**src/sv/refcounted_slot_allocator_top_assert.svh**
```systemverilog
// Assertion macros shared by the slot allocator modules.
`ifndef REFCOUNTED_SLOT_ALLOCATOR_TOP_ASSERT_SVH
`define REFCOUNTED_SLOT_ALLOCATOR_TOP_ASSERT_SVH

// Checks that the consequent holds in the same cycle as the antecedent.
`define RSA_ASSERT_IMP(name, clk_i, rstn_i, ante, cons, msg) \
	name: assert property (@(posedge clk_i) disable iff (!rstn_i) (ante) |-> (cons)) \
		else $error(msg);

// Checks that the consequent holds in the cycle after the antecedent.
`define RSA_ASSERT_NEXT(name, clk_i, rstn_i, ante, cons, msg) \
	name: assert property (@(posedge clk_i) disable iff (!rstn_i) (ante) |=> (cons)) \
		else $error(msg);

`endif

```
**src/sv/rsa_pkg.sv**
```systemverilog
// Types, codes and constants shared by the slot allocator modules.
package rsa_pkg;

	// Default pool size.
	localparam int SLOTS_DEFAULT = 16;

	// Fixed field widths of the items.
	localparam int OP_W      = 2;
	localparam int SLOT_IN_W = 4;
	localparam int COUNT_W   = 8;
	localparam int STATUS_W  = 2;
	localparam int GRANT_W   = 4;

	// Operation codes.
	localparam logic [OP_W-1:0] OP_CLEAR   = 2'd0;
	localparam logic [OP_W-1:0] OP_ACQUIRE = 2'd1;
	localparam logic [OP_W-1:0] OP_UNACQ   = 2'd2;
	localparam logic [OP_W-1:0] OP_RELEASE = 2'd3;

	// Status codes.
	localparam logic [STATUS_W-1:0] ST_OK      = 2'd0;
	localparam logic [STATUS_W-1:0] ST_NO_FREE = 2'd1;
	localparam logic [STATUS_W-1:0] ST_IN_USE  = 2'd2;

	// Request item.
	typedef struct packed {
		logic [OP_W-1:0]      opcode;
		logic [SLOT_IN_W-1:0] slot;
		logic [COUNT_W-1:0]   release_count;
	} req_t;

	// Response item.
	typedef struct packed {
		logic [STATUS_W-1:0] status;
		logic [GRANT_W-1:0]  granted_slot;
	} rsp_t;

	// Control of the free ring.
	typedef struct packed {
		logic rd_en;
		logic wr_en;
		logic clear;
	} ring_ctl_t;

endpackage

```
**src/sv/rsa_ram.sv**
```systemverilog
// Generic single-port-write, single-port-read RAM with registered read data.
module rsa_ram #(
	parameter int WIDTH = 8,
	parameter int DEPTH = 16
) (
	input  logic                     clk,
	input  logic                     we,
	input  logic [$clog2(DEPTH)-1:0] waddr,
	input  logic [WIDTH-1:0]         wdata,
	input  logic                     re,
	input  logic [$clog2(DEPTH)-1:0] raddr,
	output logic [WIDTH-1:0]         rdata
);

	logic [WIDTH-1:0] mem [DEPTH];

	// Write port and registered read port.
	always_ff @(posedge clk) begin
		if (we) begin
			mem[waddr] <= wdata;
		end
		if (re) begin
			rdata <= mem[raddr];
		end
	end

endmodule

```
**src/sv/rsa_ring.sv**
```systemverilog
// Free-slot ring: RAM, per-entry valid bits for the refill value, write forwarding.
module rsa_ring #(
	parameter int SLOTS = rsa_pkg::SLOTS_DEFAULT
) (
	input  logic                     clk,
	input  logic                     arst_n,
	input  rsa_pkg::ring_ctl_t       ctl,
	input  logic [$clog2(SLOTS)-1:0] rd_addr,
	input  logic [$clog2(SLOTS)-1:0] wr_addr,
	input  logic [$clog2(SLOTS)-1:0] wr_data,
	output logic [$clog2(SLOTS)-1:0] rd_data
);

	localparam int SLOT_W = $clog2(SLOTS);

	logic [SLOTS-1:0]  valid_q;
	logic [SLOT_W-1:0] addr_s1;
	logic              byp_s1;
	logic [SLOT_W-1:0] byp_data_s1;
	logic [SLOT_W-1:0] ram_q;

	rsa_ram #(
		.WIDTH(SLOT_W),
		.DEPTH(SLOTS)
	) u_ram (
		.clk  (clk),
		.we   (ctl.wr_en),
		.waddr(wr_addr),
		.wdata(wr_data),
		.re   (ctl.rd_en),
		.raddr(rd_addr),
		.rdata(ram_q)
	);

	// An entry that was not written since the last refill holds its own index.
	always_ff @(posedge clk or negedge arst_n) begin
		if (!arst_n) begin
			valid_q <= '0;
		end else if (ctl.clear) begin
			valid_q <= '0;
		end else if (ctl.wr_en) begin
			valid_q[wr_addr] <= 1'b1;
		end
	end

	// Remember the read address and catch a write to it in the same cycle.
	always_ff @(posedge clk or negedge arst_n) begin
		if (!arst_n) begin
			byp_s1 <= 1'b0;
		end else if (ctl.rd_en) begin
			byp_s1 <= ctl.wr_en && (wr_addr == rd_addr);
		end
	end

	always_ff @(posedge clk) begin
		if (ctl.rd_en) begin
			addr_s1     <= rd_addr;
			byp_data_s1 <= wr_data;
		end
	end

	// Resolve the entry: forwarded write, stored value or refill value.
	assign rd_data = byp_s1 ? byp_data_s1 : (valid_q[addr_s1] ? ram_q : addr_s1);

endmodule

```
**src/sv/refcounted_slot_allocator_top.sv**
```systemverilog
// Reference-counted slot allocator: pipeline control, use counts and result register.
//
// Usage:
//   The req channel (req_valid, req_stall, req) carries one operation per item:
//   clear, acquire, unacquire or release. The rsp channel (rsp_valid, rsp_stall,
//   rsp) returns exactly one item per request, in order, with a status and the
//   granted slot number. An item moves on a channel at a clock edge where valid
//   is high and stall is low.
//   The free ring and the use-count RAM are read at the edge that accepts a
//   request; the update stage then waits for a free response register, updates
//   state and loads the response register, from which the response is taken.
//   Throughput is one item per cycle while the response is not stalled. Back-to-back
//   hazards on the same ring or count entry are resolved by forwarding the write
//   of the item ahead. When rsp_stall holds a full response register, the item in
//   the update stage waits and req_stall rises until the response is taken.
//   After arst_n the ring holds every slot in order, the take pointer is zero
//   and the give-back pointer is SLOTS minus one. The use counts hold no reset
//   value; a release of a slot never acquired since reset is not allowed.
//   The ring is refilled at reset and on clear through per-entry valid bits,
//   so no clearing pass is needed and the block is ready right after reset.
`include "refcounted_slot_allocator_top_assert.svh"

module refcounted_slot_allocator_top #(
	parameter int SLOTS = rsa_pkg::SLOTS_DEFAULT
) (
	input  logic          clk,
	input  logic          arst_n,
	input  logic          req_valid,
	output logic          req_stall,
	input  rsa_pkg::req_t req,
	output logic          rsp_valid,
	input  logic          rsp_stall,
	output rsa_pkg::rsp_t rsp
);

	localparam int                SLOT_W  = $clog2(SLOTS);
	localparam int                COUNT_W = rsa_pkg::COUNT_W;
	localparam int                GRANT_W = rsa_pkg::GRANT_W;
	localparam logic [SLOT_W-1:0] LAST    = SLOT_W'(SLOTS - 1);

	logic                         req_acc;
	logic                         out_free;
	logic                         fire_s1;
	logic [8:0]                   slot_red;
	logic [SLOT_W-1:0]            slot_mod;

	logic                         valid_s1;
	logic [rsa_pkg::OP_W-1:0]     op_s1;
	logic [SLOT_W-1:0]            slot_s1;
	logic [COUNT_W-1:0]           drop_s1;
	logic                         cnt_byp_s1;
	logic [COUNT_W-1:0]           cnt_byp_data_s1;

	logic [SLOT_W-1:0]            take_q;
	logic [SLOT_W-1:0]            give_q;
	logic [SLOT_W-1:0]            take_d;
	logic [SLOT_W-1:0]            give_d;
	logic [SLOT_W-1:0]            take_inc;
	logic [SLOT_W-1:0]            take_dec;
	logic [SLOT_W-1:0]            give_inc;

	rsa_pkg::ring_ctl_t           ring_ctl;
	logic [SLOT_W-1:0]            ring_slot;
	logic [SLOT_W-1:0]            ring_waddr;
	logic [SLOT_W-1:0]            ring_wdata;

	logic                         cnt_we;
	logic [SLOT_W-1:0]            cnt_waddr;
	logic [COUNT_W-1:0]           cnt_wdata;
	logic [COUNT_W-1:0]           cnt_q;
	logic [COUNT_W-1:0]           cnt_cur;
	logic [COUNT_W-1:0]           cnt_left;

	rsa_pkg::rsp_t                rsp_d;
	rsa_pkg::rsp_t                rsp_q;
	logic                         rsp_valid_q;

	// Handshake: the update stage waits only on a full, stalled response register.
	assign out_free  = !rsp_valid_q || !rsp_stall;
	assign fire_s1   = valid_s1 && out_free;
	assign req_stall = valid_s1 && !out_free;
	assign req_acc   = req_valid && !req_stall;

	// Reduce the requested slot number into the pool range by repeated subtraction.
	always_comb begin
		slot_red = 9'(req.slot);
		for (int i = 0; i < 8; i++) begin
			if (slot_red >= 9'(SLOTS)) begin
				slot_red = slot_red - 9'(SLOTS);
			end
		end
	end
	assign slot_mod = SLOT_W'(slot_red);

	// Pointer steps, wrapping within the pool.
	assign take_inc = (take_q == LAST) ? '0 : take_q + SLOT_W'(1);
	assign take_dec = (take_q == '0) ? LAST : take_q - SLOT_W'(1);
	assign give_inc = (give_q == LAST) ? '0 : give_q + SLOT_W'(1);

	// Use count seen by a release, with the write of the item ahead forwarded.
	assign cnt_cur  = cnt_byp_s1 ? cnt_byp_data_s1 : cnt_q;
	assign cnt_left = cnt_cur - drop_s1;

	// Update stage: apply the operation, drive memory writes and build the result.
	always_comb begin
		take_d         = take_q;
		give_d         = give_q;
		// The ring is read at the take pointer the next item will see.
		ring_ctl.rd_en = req_acc;
		ring_ctl.wr_en = 1'b0;
		ring_ctl.clear = 1'b0;
		ring_waddr     = give_inc;
		ring_wdata     = slot_s1;
		cnt_we         = 1'b0;
		cnt_waddr      = slot_s1;
		cnt_wdata      = cnt_left;
		rsp_d.status       = rsa_pkg::ST_OK;
		rsp_d.granted_slot = '0;
		if (fire_s1) begin
			case (op_s1)
				rsa_pkg::OP_CLEAR: begin
					take_d         = '0;
					give_d         = LAST;
					ring_ctl.clear = 1'b1;
				end
				rsa_pkg::OP_ACQUIRE: begin
					if (take_q == give_q) begin
						rsp_d.status = rsa_pkg::ST_NO_FREE;
					end else begin
						take_d             = take_inc;
						cnt_we             = 1'b1;
						cnt_waddr          = ring_slot;
						cnt_wdata          = COUNT_W'(1);
						rsp_d.granted_slot = GRANT_W'(ring_slot);
					end
				end
				rsa_pkg::OP_UNACQ: begin
					take_d = take_dec;
				end
				rsa_pkg::OP_RELEASE: begin
					cnt_we = 1'b1;
					if (cnt_left != '0) begin
						rsp_d.status = rsa_pkg::ST_IN_USE;
					end else begin
						give_d         = give_inc;
						ring_ctl.wr_en = 1'b1;
					end
				end
				default: begin
					rsp_d.status = rsa_pkg::ST_OK;
				end
			endcase
		end
	end

	rsa_ring #(
		.SLOTS(SLOTS)
	) u_ring (
		.clk    (clk),
		.arst_n (arst_n),
		.ctl    (ring_ctl),
		.rd_addr(take_d),
		.wr_addr(ring_waddr),
		.wr_data(ring_wdata),
		.rd_data(ring_slot)
	);

	rsa_ram #(
		.WIDTH(COUNT_W),
		.DEPTH(SLOTS)
	) u_counts (
		.clk  (clk),
		.we   (cnt_we),
		.waddr(cnt_waddr),
		.wdata(cnt_wdata),
		.re   (req_acc),
		.raddr(slot_mod),
		.rdata(cnt_q)
	);

	// Pointers and stage control.
	always_ff @(posedge clk or negedge arst_n) begin
		if (!arst_n) begin
			take_q     <= '0;
			give_q     <= LAST;
			valid_s1   <= 1'b0;
			cnt_byp_s1 <= 1'b0;
		end else begin
			take_q <= take_d;
			give_q <= give_d;
			if (req_acc) begin
				valid_s1   <= 1'b1;
				cnt_byp_s1 <= cnt_we && (cnt_waddr == slot_mod);
			end else if (fire_s1) begin
				valid_s1 <= 1'b0;
			end
		end
	end

	// Request payload for the update stage.
	always_ff @(posedge clk) begin
		if (req_acc) begin
			op_s1           <= req.opcode;
			slot_s1         <= slot_mod;
			drop_s1         <= req.release_count;
			cnt_byp_data_s1 <= cnt_wdata;
		end
	end

	// Response register.
	always_ff @(posedge clk or negedge arst_n) begin
		if (!arst_n) begin
			rsp_valid_q <= 1'b0;
		end else if (fire_s1) begin
			rsp_valid_q <= 1'b1;
		end else if (!rsp_stall) begin
			rsp_valid_q <= 1'b0;
		end
	end

	always_ff @(posedge clk) begin
		if (fire_s1) begin
			rsp_q <= rsp_d;
		end
	end

	assign rsp_valid = rsp_valid_q;
	assign rsp       = rsp_q;

	// Both pointers stay within the pool.
	`RSA_ASSERT_IMP(a_ptr_range, clk, arst_n, 1'b1, (take_q <= LAST) && (give_q <= LAST), "pointer out of pool range")

	// A clear restores both pointers.
	`RSA_ASSERT_NEXT(a_clear_ptrs, clk, arst_n, fire_s1 && (op_s1 == rsa_pkg::OP_CLEAR), (take_q == '0) && (give_q == LAST), "clear did not restore pointers")

	// An acquire with equal pointers reports no free slot.
	`RSA_ASSERT_NEXT(a_no_free, clk, arst_n, fire_s1 && (op_s1 == rsa_pkg::OP_ACQUIRE) && (take_q == give_q), rsp_valid_q && (rsp_q.status == rsa_pkg::ST_NO_FREE), "empty ring not reported")

	// Only a successful acquire carries a slot number.
	`RSA_ASSERT_IMP(a_grant_zero, clk, arst_n, rsp_valid_q && (rsp_q.status != rsa_pkg::ST_OK), rsp_q.granted_slot == '0, "failed item carries a slot")

	// An accepted item always reaches the update stage.
	`RSA_ASSERT_NEXT(a_accept_s1, clk, arst_n, req_acc, valid_s1, "accepted item lost")

endmodule
```
**config.mk**
```make
export PLATFORM = sky130hd
export DESIGN_NAME = refcounted_slot_allocator_top
export DESIGN_NICKNAME = d
export VERILOG_FILES = /design/src/sv/rsa_pkg.sv /design/src/sv/rsa_ram.sv /design/src/sv/rsa_ring.sv /design/src/sv/refcounted_slot_allocator_top.sv
export VERILOG_INCLUDE_DIRS = /design/src /design/src/sv
export SDC_FILE = /design/constraint.sdc
export NUM_CORES = 1
export LEC_CHECK = 0
export BUFFER_PORTS_ARGS = -buffer_cell sky130_fd_sc_hd__clkbuf_2
export CAP_MARGIN = 40
export CORE_MARGIN = 10
export CORE_UTILIZATION = 54
export DETAILED_ROUTE_END_ITERATION = 6
export PLACE_DENSITY = 0.68
export SYNTH_ARGS = -nofsm -noshare
export SYNTH_HDL_FRONTEND = slang
export SYNTH_SLANG_ARGS = --single-unit
```
**constraint.sdc**
```tcl
create_clock -name clk -period 8.3 [get_ports clk]
set_input_delay 1.66 -clock clk [delete_from_list [all_inputs] [get_ports clk]]
set_output_delay 1.66 -clock clk [all_outputs]
set_load 0.05 [all_outputs]
```
# --- Word level (Yosys, flattened, before mapping) ---
# Memories as Yosys holds them, arrays and structs flattened. A register that Yosys moved wholly into a read port is not among the register bits.
# Cells that the tools add are included.
word_totals:
  ff_bits: 64
  latch_bits: 0
  ramBits: 192
  mem_bits_ro: 0
  in_bits: 18
  out_inout_bits: 8
  word_cells: 96
  memories: 2
mem_list:
  columns: ["memory", "words", "word_bits", "rd", "rd_clocked_by_memory_dff", "write_ports", "line", "rtl"]
  rows:
  - ["u_counts.mem", 16, 8, 1, 1, 1, "rsa_ram.sv:15", "logic [WIDTH-1:0] mem [DEPTH];"]
  - ["u_ring.u_ram.mem", 16, 4, 1, 1, 1, "rsa_ram.sv:15", null]
op_classes:
  addsub: 4
  n_mul: 0
  div: 0
  magnitude_cmp: 3
  eq_ne: 10
  n_shift: 0
  n_mux: 41
  bitwise: 2
  reduce_logical: 19
op_table:
  columns: ["cell", "n"]
  rows:
  - ["two-way mux 4 bit", 11]
  - ["two-way mux 16 bit", 2]
  - ["two-way mux 8 bit", 4]
  - ["two-way mux 1 bit", 16]
  - ["OR 16 bit", 1]
  - ["== test 4 bit", 3]
  - ["one-hot mux 4 bit (3 select lines)", 1]
  - ["< comparator 4 x 5 -> 1 bit, second input constant", 2]
  - ["adder 4 x 1 -> 4 bit, second input constant", 2]
  - ["== test 4 bit, second input constant", 2]
  - ["one-hot mux 4 bit (2 select lines)", 1]
  - ["nonzero test 8 bit", 1]
  - ["subtractor 8 bit", 1]
  - ["logical AND 1 bit", 6]
  - ["nonzero test 2 bit", 3]
  - ["binary-select mux 1 bit (select 4 bit)", 1]
  - ["demux 1 bit (select 4 bit)", 1]
  - ["== test 2 bit, second input constant", 2]
  - ["greater-or-equal comparator 4 x 1 -> 1 bit, second input constant", 1]
  - ["zero test 1 bit", 4]
  - ["zero test 4 bit", 1]
  - ["two-way mux 2 bit", 2]
  - ["one-hot mux 2 bit (2 select lines)", 1]
  - ["subtractor 4 x 1 -> 4 bit, second input constant", 1]
  - ["other kinds (9)", 9]

# --- Longest topological paths before layout ---
depth:
  ltp_word: 9
  ltp_mapped: 15
  ltp_nobuf: 12

# --- Cells and area by module ---
# From an unflattened synthesis, not the netlist that was laid out.
unflattened:
  cells_unflattened: 707
  hier_area_um2: 11688.7
by_module_without_submodules:
  columns: ["mod", "n_inst", "cells_per_inst", "area_per_inst_um2", "seq_area_each_um2"]
  rows:
  - ["rsa_ram (u_counts)", 1, 229, 5227.5, 4083.9]
  - ["rsa_ram (u_ring.u_ram)", 1, 130, 2706.3, 2042.0]
  - ["refcounted_slot_allocator_top", 1, 224, 2427.3, 1121.1]
  - ["rsa_ring", 1, 124, 1327.5, 665.6]

# --- Worst setup path after synthesis ---
# Ideal clock, no wire load.
synth_timing:
  path_type: "input -> register"
  start: "in rsp_stall"
  end: "mem u_counts.mem[1][0] (enable)"
  setup_time_ns: 0.370
  arrival_ns: 3.584
  path_slack_ns: 4.346
  stages: 8
  path_buffers: 1
  path_cell_list: "nand2_1 > nand2_1 > clkinv_1 > nand3_1 > clkbuf_1 > o21ai_0 > or2_2 > nor2_1"
synth_via:
  elab_chain_cells: 6
  word_cells_on_any_way: 7
  classes_between: "mux (4); reduce/logical (3)"
synth_lines:
  columns: ["element", "line", "rtl"]
  rows:
  - ["start: declaration", "refcounted_slot_allocator_top.sv:32", "input logic rsp_stall,"]
  - ["zero test 1 bit *", null, null]
  - ["logical OR 1 bit *", "refcounted_slot_allocator_top.sv:79", "assign out_free = !rsp_valid_q || !rsp_stall;"]
  - ["logical AND 1 bit *", "refcounted_slot_allocator_top.sv:80", "assign fire_s1 = valid_s1 && out_free;"]
  - ["net fire_s1", "refcounted_slot_allocator_top.sv:43", "logic fire_s1;"]
  - ["two-way mux 1 bit", "refcounted_slot_allocator_top.sv:119", "if (fire_s1) begin"]
  - ["two-way mux 1 bit", "rsa_ram.sv:19", "if (we) begin"]
  - ["two-way mux 1 bit (implied by the code)", "rsa_ram.sv:20", "mem[waddr] <= wdata;"]
  - ["end: declaration", "rsa_ram.sv:15", null]
# The timed path passes the listed nets; every way through them passes the cells marked *.

# --- Worst setup path in the final report ---
layout_timing:
  start: "reg cnt_byp_s1"
  end: "mem u_ring.u_ram.mem[7][2] (netlist bit) (enable)"
layout_via:
  elab_chain_cells: 8
layout_lines:
  columns: ["element", "line", "rtl"]
  rows:
  - ["start: declaration", "refcounted_slot_allocator_top.sv:51", "logic cnt_byp_s1;"]
  - ["start signal: assignment", "refcounted_slot_allocator_top.sv:193", "cnt_byp_s1 <= cnt_we && (cnt_waddr == slot_mod);"]
  - ["two-way mux 8 bit", "refcounted_slot_allocator_top.sv:101", "assign cnt_cur = cnt_byp_s1 ? cnt_byp_data_s1 : cnt_q;"]
  - ["subtractor 8 bit", "refcounted_slot_allocator_top.sv:102", "assign cnt_left = cnt_cur - drop_s1;"]
  - ["nonzero test 8 bit", "refcounted_slot_allocator_top.sv:142", "if (cnt_left != '0) begin"]
  - ["two-way mux 1 bit", "refcounted_slot_allocator_top.sv:142", null]
  - ["two-way mux 1 bit", "refcounted_slot_allocator_top.sv:120", "case (op_s1)"]
  - ["two-way mux 2 bit", "refcounted_slot_allocator_top.sv:119", null]
  - ["two-way mux 1 bit", "rsa_ram.sv:19", null]
  - ["two-way mux 1 bit (implied by the code)", "rsa_ram.sv:20", null]
  - ["end: declaration", "rsa_ram.sv:15", null]
# Every way passes these cells.

==> results.sh <==
export IMPL_synth_edf_count=240
export IMPL_slowest_stage="a2111oi_4"
export IMPL_cts_made_buffers=27
export IMPL_r2r_cells=10
export IMPL_final_hold_violation_count=0
export IMPL_min_from="u_ring.valid_q[5]"
export IMPL_htreeDepth=1
export IMPL_clkSinkCount=268
export IMPL_finalNetCount=751
export IMPL_worstMarginPinSlew_ns=0.876
export IMPL_netlist_area_mm2=0.0116
export IMPL_cp_cell_sequence="mux2_2 > ha_1 > nor2b_1 > o21a_1 > o21ai_1 > a21oi_1 > or3_1 > a2111oi_4 > and3_1 > and3_1"
export IMPL_mostFrequentLayoutCells="edfxtp_1, mux2i_1, mux4_2, nor2_1, clkbuf_16"
export IMPL_synthCells=693
export IMPL_firstDrtPassIters=5
export IMPL_slowest_delay_ns=0.67
export IMPL_crit_top_cell="and3_1"
export IMPL_rsz0062_at_grt="no"
export IMPL_ys_seq_elements=268
export IMPL_via_per_inst=6.11
export IMPL_io_buffers=25
export IMPL_hpwl_um=16400
export IMPL_setup_ws_ns=3.93
export IMPL_clock_skew_ns=0.00924
export IMPL_hold_end="u_ring.valid_q[5]"
export IMPL_ys_warn_count=0
export IMPL_syn_nets=726
export IMPL_final_common_cell="edfxtp_1"
export IMPL_chipWidth_um=167
export IMPL_period_minus_slack_ns=4.37
export IMPL_r2r_setup_slack_ns=3.93
export IMPL_cts_max_path_buffers=3
export IMPL_worst_setup_path_type="reg2reg"
export IMPL_pin_count=26
export IMPL_postCtsSetupRepairBufs=0
export IMPL_fp_dieArea_mm2=0.0278
export IMPL_antenna_cells=0
export IMPL_antenna_found_initial=0
export IMPL_crit_family="simple AND/OR/NAND/NOR gates"
export IMPL_drtIter0Drc=630
export IMPL_cellLeakagePower_nw=4.57
export IMPL_grt_max_degree=43
export IMPL_vias=6192
export IMPL_crit_buf_inv=0
export IMPL_setup_viol=0
export IMPL_overflow=0
export IMPL_cts_hold_buf=0
export IMPL_place_gp_congestion=0.811
export IMPL_start_util_pct=55.1
export IMPL_required_ns=8.50
export IMPL_clk_latency_ns=0.52
export IMPL_maxSlewHeadroom_pct=41.4
export IMPL_r2r_start="cnt_byp_s1"
export IMPL_synth_async_reset_ratio_pct=10.4
export IMPL_max_clock_freq_mhz=229
export IMPL_min_path_cells=1
export IMPL_tritoncts="yes"
export IMPL_wirelength_um=24300
export IMPL_grt_pass1_wl_um=38300
export IMPL_p_per_area_mw_per_mm2=275
export IMPL_dpl_worst_slack_ns=3.45
export IMPL_core_area_mm2=0.0211
export IMPL_wire_per_inst_um=24.0
export IMPL_r2r_end="u_ring.u_ram.mem[7][2]"
export IMPL_outcome="complete, no violations"
export IMPL_totalNegativeSetupSlack_ns=0
export IMPL_finalCritPeriodShare_pct=52.6
export IMPL_syn_area_per_cell_um2=16.8
export IMPL_clk_pin_slew_ns=0.06
export IMPL_std_cell_rows=53
export IMPL_worstPathMaxFanout=17
export IMPL_track_usage_pct=17.3
export IMPL_synth_seq_area_share_pct=68.1
export IMPL_end_kind="flip-flop"
export IMPL_area_delta_synth_final_pct=10.8
export IMPL_antenna_left=0
export IMPL_grt_pass1_vias=6397
export IMPL_drc=0
export IMPL_hp_class="reg2reg"
export IMPL_start_kind="flip-flop"
export IMPL_vdd_drop_max_uv=166
export IMPL_maxSlewViolCount=0
export IMPL_ys_types=64
export IMPL_drv_cap=0
export IMPL_cts_root_buf="clkbuf_16"
export IMPL_die_y_um=167
export IMPL_synth_ff_type="edfxtp_1"
export IMPL_drive_above_1_share_pct=18.8
export IMPL_post_cts_resized=0
export IMPL_worstPathArrival_ns=4.57
final cells by class:
type / instances / area (um2)
Timing Repair Buffer: 32 / 190
Inverter: 26 / 97.6
Clock buffer: 31 / 691
Clock inverter: 18 / 174
Tap cell: 275 / 344
Multi-Input combinational cell: 363 / 3450
Fill cell: 1525 / 8230
Sequential cell: 268 / 7910
state kept, by name, summed over array words and instances (netlist names), 6 cells and up:
name and count:
u_counts.mem 128, u_ring.u_ram.mem 64, u_ring.valid_q 16, cnt_byp_data_s1 8, drop_s1 8, u_counts.rdata 8, rsp 6
cells by family (layout without fill, tap and decap cells):
group                      after synthesis  after routing  share of synthesized area [%]
muxes                                  123            123                           15.6
DFF                                    268            268                           68.1
adders and majority gates               15             15                           1.68
AOI/OAI and AO/OA                       74             74                           5.19
and+or+nand+nor                        134            134                           5.72
buffers and inverters                   62            107                           2.27
xor gates and xnor gates                17             17                           1.35
cells in the mapped netlist (all sizes together) (4+ instances only):
cell type / number / area [um2]
xnor2: 15 / 131
a21oi: 15 / 75.1
mux4: 44 / 998
edfxtp: 240 / 7210
nand2: 24 / 90.1
nor2: 40 / 150
and3: 21 / 131
mux2i: 68 / 693
a32o: 16 / 160
nor2b: 5 / 31.3
ha: 14 / 175
inv: 25 / 93.8
dfstp: 4 / 105
buf: 21 / 110
a211oi: 5 / 37.5
o21ai: 10 / 50.0
nand3: 12 / 60.1
and2: 8 / 50.1
mux2: 11 / 124
nand2b: 10 / 62.6
clkbuf: 15 / 56.3
nor3: 4 / 20.0
dfrtp: 24 / 601
power by group:
| group | internal (W) | switching [W] | total, W |
|---|---|---|---|
| registers | 0.00160 | 0.0000699 | 0.00167 |
| logic | 0.000249 | 0.000441 | 0.000690 |
| clock network | 0.000690 | 0.000489 | 0.00118 |
worst reg2reg max path, cell delays in order (launching register included):
cell	delay [ns]
dfrtp_1	0.65
mux2_2	0.43
ha_1	0.27
nor2b_1	0.13
o21a_1	0.18
o21ai_1	0.21
a21oi_1	0.11
or3_1	0.37
a2111oi_4	0.67
and3_1	0.62
and3_1	0.40
routing by layer:
layer	wire length (um)	up-vias	track usage, %
li1	-	2768	-
met1	11000	3177	25.4
met2	11100	209	26.0
met3	1880	38	3.86
met4	373	0	3.59
met5	0	-	0
worst max path at each step:
| stage | to | cells after the start | from |
|---|---|---|---|
| after global placement | u_counts.mem[2][1] | 9 | rsp_stall |
| after CTS | u_ring.u_ram.mem[1][1] | 10 | cnt_byp_s1 |
| after floorplan | u_counts.mem[1][0] | 8 | rsp_stall |
| after detailed placement | u_counts.mem[0][0] | 10 | rsp_stall |
| final | u_ring.u_ram.mem[7][2] | 10 | cnt_byp_s1 |
| after global routing | u_ring.valid_q[12] | 12 | cnt_byp_s1 |
through the flow:
| step | total power, W | util, % | hold WS (ns) | cell area [um2] | std cells |
|---|---|---|---|---|---|
| 3_5_place_dp | 0.00238 | 56.9 | 0.477 | 12000 | 964 |
| 4_1_cts | 0.00356 | 61.0 | 0.490 | 12900 | 1013 |
| 2_1_floorplan | 0.00217 | - | 0.442 | 11600 | 693 |
| 3_3_place_gp | 0.00236 | 56.8 | 0.466 | 12000 | 963 |
| 5_1_grt | 0.00368 | 61.0 | 0.503 | 12900 | 1013 |
| 6_report | 0.00354 | 61.0 | 0.488 | 12900 | 1013 |
Note: power is estimated with default switching activity, not from simulation.
